--- config.mk ---
export PLATFORM = sky130hd
export DESIGN_NAME = abo_ctrl
export DESIGN_NICKNAME = d
export VERILOG_FILES = /design/src/hdl/abo_pkg.sv /design/src/hdl/abo_ctrl.sv
export VERILOG_INCLUDE_DIRS = /design/src /design/src/hdl
export SDC_FILE = /design/constraint.sdc
export NUM_CORES = 1
export LEC_CHECK = 0
export BUFFER_PORTS_ARGS = -buffer_cell sky130_fd_sc_hd__buf_2
export CAP_MARGIN = 20
export CORE_UTILIZATION = 35
export DETAILED_ROUTE_END_ITERATION = 16
export GPL_TIMING_DRIVEN = 0
export REMOVE_ABC_BUFFERS = 1
export SYNTH_ARGS = -nofsm -noshare
export SYNTH_HDL_FRONTEND = slang
export SYNTH_SLANG_ARGS = --single-unit
export TNS_END_PERCENT = 50
--- constraint.sdc ---
create_clock -name clk -period 4.75 [get_ports clk]
set_clock_uncertainty 0.05 [all_clocks]
set_input_delay 0 -clock clk [delete_from_list [all_inputs] [get_ports clk]]
set_output_delay 0 -clock clk [all_outputs]
set_load 0.05 [all_outputs]
--- src/hdl/assert_macros.svh ---
// assertion helpers shared by the rtl modules
`ifndef ASSERT_MACROS_SVH
`define ASSERT_MACROS_SVH

// same-cycle implication, checked on every rising clock edge out of reset
`define ASSERT_IMP(lbl, ck, rn, a, c) \
	lbl: assert property (@(posedge ck) disable iff (!rn) (a) |-> (c)) \
		else $error("assertion failed: same-cycle implication");

// next-cycle implication, checked on every rising clock edge out of reset
`define ASSERT_NXT(lbl, ck, rn, a, c) \
	lbl: assert property (@(posedge ck) disable iff (!rn) (a) |=> (c)) \
		else $error("assertion failed: next-cycle implication");

`endif

--- src/hdl/abo_pkg.sv ---
package abo_pkg;

	// signed coordinate width, covers frame positions and scan offsets
	localparam int CW = 9;

	// configuration port
	localparam int CFG_IDX_W  = 2;
	localparam int CFG_DATA_W = 7;

	localparam logic [CFG_IDX_W-1:0] REG_IMAGE_WIDTH      = 2'd0;
	localparam logic [CFG_IDX_W-1:0] REG_IMAGE_HEIGHT     = 2'd1;
	localparam logic [CFG_IDX_W-1:0] REG_BORDER_THICKNESS = 2'd2;

	localparam logic [6:0] WIDTH_RESET     = 7'd64;
	localparam logic [6:0] HEIGHT_RESET    = 7'd64;
	localparam logic [2:0] THICKNESS_RESET = 3'd1;

	// item commands
	localparam logic CMD_WRITE = 1'b0;
	localparam logic CMD_READ  = 1'b1;

	// packed pixel: alpha, blue, green, red from msb down
	localparam logic [31:0] PIX_WHITE = 32'hFFFF_FFFF;
	localparam logic [31:0] PIX_CLEAR = 32'h0000_0000;

	typedef logic signed [CW-1:0] crd_t;

	typedef struct packed {
		logic       cmd;
		logic [6:0] pos_x;
		logic [6:0] pos_y;
		logic [7:0] in_red;
		logic [7:0] in_green;
		logic [7:0] in_blue;
		logic [7:0] in_alpha;
	} abo_in_t;

	typedef struct packed {
		logic [7:0] out_red;
		logic [7:0] out_green;
		logic [7:0] out_blue;
		logic [7:0] out_alpha;
		logic       outside_frame;
	} abo_out_t;

	// controller to datapath
	typedef struct packed {
		logic wr_px;
		logic load_req;
		logic issue_center;
		logic load_center;
		logic scan_step;
		logic load_white;
		logic load_out;
	} abo_cmd_t;

	// datapath to controller
	typedef struct packed {
		logic outside;
		logic center_opaque;
		logic zero_thick;
		logic hit;
		logic scan_last;
		logic out_free;
	} abo_sts_t;

endpackage

--- src/hdl/abo_ctrl.sv ---
`include "assert_macros.svh"

module abo_ctrl import abo_pkg::*; (
	input  logic     clk,
	input  logic     arst_n,
	input  logic     in_valid,
	input  logic     in_cmd,
	output logic     in_ready,
	input  abo_sts_t sts,
	output abo_cmd_t cmd
);

	typedef enum logic [5:0] {
		S_IDLE   = 6'b000001,
		S_CENTER = 6'b000010,
		S_LOOK   = 6'b000100,
		S_SCAN   = 6'b001000,
		S_TAIL   = 6'b010000,
		S_FINISH = 6'b100000
	} state_t;

	state_t state_q;
	state_t state_d;
	logic   in_xfer;

	assign in_ready = (state_q == S_IDLE);
	assign in_xfer  = in_valid && in_ready;

	// next state and datapath commands
	always_comb begin
		state_d = state_q;
		cmd     = '0;
		unique case (state_q)
			S_IDLE: begin
				if (in_xfer && (in_cmd == CMD_READ)) begin
					cmd.load_req = 1'b1;
					state_d      = S_CENTER;
				end else if (in_xfer) begin
					cmd.wr_px = 1'b1;
				end
			end
			S_CENTER: begin
				if (sts.outside) begin
					state_d = S_FINISH;
				end else begin
					cmd.issue_center = 1'b1;
					state_d          = S_LOOK;
				end
			end
			S_LOOK: begin
				cmd.load_center = 1'b1;
				if (sts.center_opaque || sts.zero_thick)
					state_d = S_FINISH;
				else
					state_d = S_SCAN;
			end
			S_SCAN: begin
				if (sts.hit) begin
					cmd.load_white = 1'b1;
					state_d        = S_FINISH;
				end else begin
					cmd.scan_step = 1'b1;
					if (sts.scan_last)
						state_d = S_TAIL;
				end
			end
			S_TAIL: begin
				cmd.load_white = sts.hit;
				state_d        = S_FINISH;
			end
			S_FINISH: begin
				if (sts.out_free) begin
					cmd.load_out = 1'b1;
					state_d      = S_IDLE;
				end
			end
			default: begin
				state_d = S_IDLE;
			end
		endcase
	end

	always_ff @(posedge clk or negedge arst_n) begin
		if (!arst_n)
			state_q <= S_IDLE;
		else
			state_q <= state_d;
	end

	`ASSERT_NXT(a_read_starts, clk, arst_n, in_xfer && (in_cmd == CMD_READ), state_q == S_CENTER)
	`ASSERT_NXT(a_hit_ends_scan, clk, arst_n, (state_q == S_SCAN) && sts.hit, state_q == S_FINISH)

endmodule

# == Word level (Yosys, flattened, before mapping) ==
# Index checks and enable logic that the tools add are counted.
# totals
ff_bits,6
elab_cells,34
in_bits,10
output_inout_bits,8
# classes
n_reduce_logical,4
n_eq_ne,9
n_mux,20
# ops
cell,n
2-to-1 mux 6 bit,6
one-hot mux 6 bit (6 select lines),1
2-to-1 mux 1 bit,11
"== test 6 x 1 -> 1 bit, second input constant",1
"== test 6 x 2 -> 1 bit, second input constant",1
"== test 6 x 3 -> 1 bit, second input constant",1
"== test 6 x 4 -> 1 bit, second input constant",1
"== test 6 x 5 -> 1 bit, second input constant",1
"== test 6 bit, second input constant",1
"inequality test 3 bit, second input constant",1
AND reduction 3 bit,1
logical AND 1 bit,2
2-to-1 mux 2 bit,1
"inequality test 2 x 1 -> 1 bit, second input constant",1
"inequality test 2 bit, second input constant",1
one-hot mux 1 bit (2 select lines),1
logical OR 1 bit,1

# == Depth between registers and ports, before layout ==
# depth
word_depth,5
depth_mapped,5
mapped_depth_nobuf,4

# == Least setup slack after synthesis ==
# Ideal clock, no wire load.
# synth_path
path_kind,flip-flop to output port
start,register state_q[1]
end,output port cmd[1] (netlist bit)
required_time_ps,4700
setup_slack_ps,2192
arrival_ps,2508
stages_incl_launch_ff,3
n_path_buf,0
cell_sequence,dfrtp_1 -> or3_2 -> nor4b_1
# synth_lines
item,line,rtl
from (decl),abo_ctrl.sv:22,state_t state_q;
from (signal assigned),abo_ctrl.sv:87,state_q <= state_d;
to (decl),abo_ctrl.sv:10,output abo_cmd_t cmd

==> results.md <==
Routing:
- Wires add up to 982 um.
- For this block, the initial DRC count from the detailed router was 9.
- After detailed routing, the number of remaining DRC violations is 0.
- After detailed routing, the number of vias per cell comes to 5.10.
- In the final routed layout, each cell accounts on average for 11.7 um.
- The detail route stage leaves a number of antenna-violating nets equal to 0.
- For this block, the via count after detailed routing is 428.
- Before antenna repair, the detailed router went through 2 iterations.

STA:
- The number of hold violations in the final report is 0.
- Setup repair after global routing left no endpoint under its margin.
- In the post-route analysis, the smallest setup slack over all paths is 2940 ps.
- The final max-slew violation count is 0.
- The worst pin sits at a relative slew slack of 74.1%.
- The final critical-path share of the clock period is 38.2%.
- At the pin with the least slew margin, the transition time is 388 ps.
- The highest achievable clock rate is 551 MHz.
- The shortest period the worst path allows is 1810 ps.
- After routing, the total negative slack on setup checks comes to 0 ps.
- The setup violation total in the final timing report is 0.

GRT:
- The number of antenna violations at the first check in global routing is 0.
- The via count of the first global-routing pass is 368.
- Global routing used 15.5% of the available tracks across all layers.
- Summed over all layers, the global routing overflow is 0.
- The first global-routing pass estimated 1570 um of wire.
- Entering global routing, the biggest net connects 11 pins.

Critical path:
- The class of the most critical setup path is flop to primary output.
- Counting cells, the worst reg-to-reg path comes to 4.
- The family of cells with the greatest summed delay on the critical path is simple AND/OR/NAND/NOR gates.
- STA classifies the critical path endpoint as a primary output.
- Together, buffers and inverters on the worst path number 1.
- The arrival time of the worst setup path is 1760 ps.
- The startpoint class of the critical path is a flop.
- In this run the critical register-to-register path is captured at state_q[0].
- In this run the worst path has a maximum fanout of 10.
- The cell with the biggest individual delay on the critical path is dfrtp_1.
- The critical path goes through nor4_1 -> nand3b_1 -> nor3b_1 -> buf_2.
- At the worst endpoint, the required time is 4700 ps.
- On the worst path, the slowest cell contributes a delay of 510 ps.
- The worst register-to-register path begins at state_q[1].
- In this run the register-to-register setup slack is 3130 ps.

Cells and area:
- The count of antenna diodes in the layout is 0.
- The ratio of cells with drive above 1 in the final layout is 41.4%.
- The flip-flop count of the largest register after layout is 6.
- Leaving out filler cells and counting taps, the final layout contains 84.
- The core occupancy in the finished layout is 51.3%.
- The final layout contains 81 nets.
- The register with the highest flop count is state_q.
- Relative to the synthesized area, the layout overhead comes to 28.3%.
- The largest registers in the layout are state_q (6).

Synth:
- The sequential-to-total area share from yosys stat is 32.4%.
- Synthesis produced a netlist whose cell count is 49.
- The average footprint of a synthesized cell is 9.55 um2.
- After synthesis, the most frequently instantiated cells are dfrtp_1, nor2_1, o21ai_0.
- During synthesis, Yosys emitted a total of 0 warnings.
- The share of async-settable or async-resettable flops after synthesis is 100%.
- In this run, synthesis inferred 0 flip-flops with an integrated enable.
- In this run, synthesis produced a sequential element count of 6.
- The largest total area in the synthesized netlist belongs to dfrtp_1.
- The share of synthesized area in the top cell type comes to 26.7%.
- The most used flip-flop cell after synthesis is dfrtp_1.
- The total standard cell area after synthesis is 468 um2.
- The number of distinct library cells after synthesis is 30.
- Ranked by total cell area, the synthesized netlist is headed by dfrtp_1, dfstp_2, o21ai_0.

Worst hold path:
- The worst hold path startpoint is in_valid.
- The destination of the worst hold path is state_q[1].
- Along the worst hold path, the cell count comes to 3.
- The path class of the lowest-slack min-delay path is input pin to flop.

Clocking:
- Buffers inserted during clock tree synthesis total 3.
- The CTS sink count is 6.
- For this design, the CTS-stage hold fixing added 3 buffers.
- The tree is rooted in a clkbuf_4.
- The post-CTS setup-driven buffer insertion count is 0.
- The post-cts gate resize count is 0.
- The H-tree level count is 1.
- The largest buffer count on any clock path is 2.
- The clock tree from TritonCTS is built.
- The clock latency of the later-clocked register in the worst-skew pair is 240 ps.
- Clock-pin slew was measured on the worst setup and hold paths at 50 ps.

Pwr:
- The power density normalized to cell area is 382 nW/um2.
- The worst-case IR drop observed on VDD is 0.257 mV.
- The reported leakage power is 0.294 nW.

Die:
- The die covers 1490 um2.
- The placeable core area is 1170 um2.
- The initial core utilization is 40.0%.
- 18 I/O pins were placed.
- The die height is 38.6 um.
- From left edge to right edge, the die measures 38.6 um.
- The floorplan has 12 rows.

Placed design:
- Summed over all nets, the half-perimeter wirelength after detailed placement is 730 um.
- Routability-driven placement finished with a final weighted congestion of 0.731.
- The number of port buffers is 17.
- OpenSTA, run right after detailed placement, puts the worst setup slack at 3120 ps.
- In this run, placement finished with an instance count of 77.

Job:
- The max-capacitance violation count is 0.

Status:
- The run finished with clean final reports.
==> kinds of logic after synthesis <==
kind of cell / count (synthesis) / synth area share, %
AOI/OAI and AO/OA: 10 / 12.6
xor gates and xnor gates: 2 / 3.74
DFF: 6 / 32.4
buffers and inverters: 4 / 6.42
and+or+nand+nor: 27 / 44.9
==> worst min-delay path: stages <==
cell	delay (ps)
buf_2	100
nand2_1	90
nor2_1	50
==> through the flow <==
stage	total power, W	hold slack, ps	area [um2]
6_report	0.000230	9.55	601
4_1_cts	0.000232	1.45	601
5_1_grt	0.000246	15.9	601
3_5_place_dp	0.000179	-229	544
3_3_place_gp	0.000180	-227	544
2_1_floorplan	0.000154	-346	442
==> final cells by class <==
| cell class | count | area, um2 |
|---|---|---|
| clock buffer | 4 | 26.3 |
| sequential | 6 | 151 |
| fill | 122 | 571 |
| timing repair buffer | 20 | 115 |
| tap | 14 | 17.5 |
| inverter | 1 | 3.75 |
| multi-input combinational | 39 | 287 |
==> layout by cell type (no fill, tap or decap), types with 2 or more instances in the layout <==
cell type / count
nor4b_1: 2
nor4_1: 2
dfrtp_1: 5
nor2b_1: 2
o21ai_0: 5
nor2_1: 5
dlygate4sd3_1: 3
nand3b_1: 2
or3_2: 2
a21oi_1: 2
clkbuf_4: 3
buf_2: 17
==> metal layers <==
metal  vias to the layer above  GRT usage, %  routed length (um)
met5                         -             0                   0
met1                       201          23.6                 489
met4                         0          5.17                   0
met2                         5          21.3                 474
li1                        222             -                   -
met3                         0          3.49                  18
==> power breakdown <==
part | leakage [nW] | internal [W] | switching (W)
clock | 0.0150 | 0.0000317 | 0.0000168
combinational | 0.199 | 0.0000391 | 0.0000664
sequential | 0.0796 | 0.0000616 | 0.0000139
==> how the worst max path moves through the flow <==
stage          slack, ps    endpoint  depth (start not counted)       start
2_1_floorplan       2190      cmd[1]                          2  state_q[1]
3_5_place_dp        3120  state_q[0]                          4  state_q[1]
5_1_grt             2850      cmd[6]                          4  state_q[3]
3_3_place_gp        3120  state_q[0]                          4  state_q[1]
4_1_cts             2920      cmd[3]                          3  state_q[1]
6_report            2940      cmd[6]                          4  state_q[3]
Power figures use the tool's default switching activity.
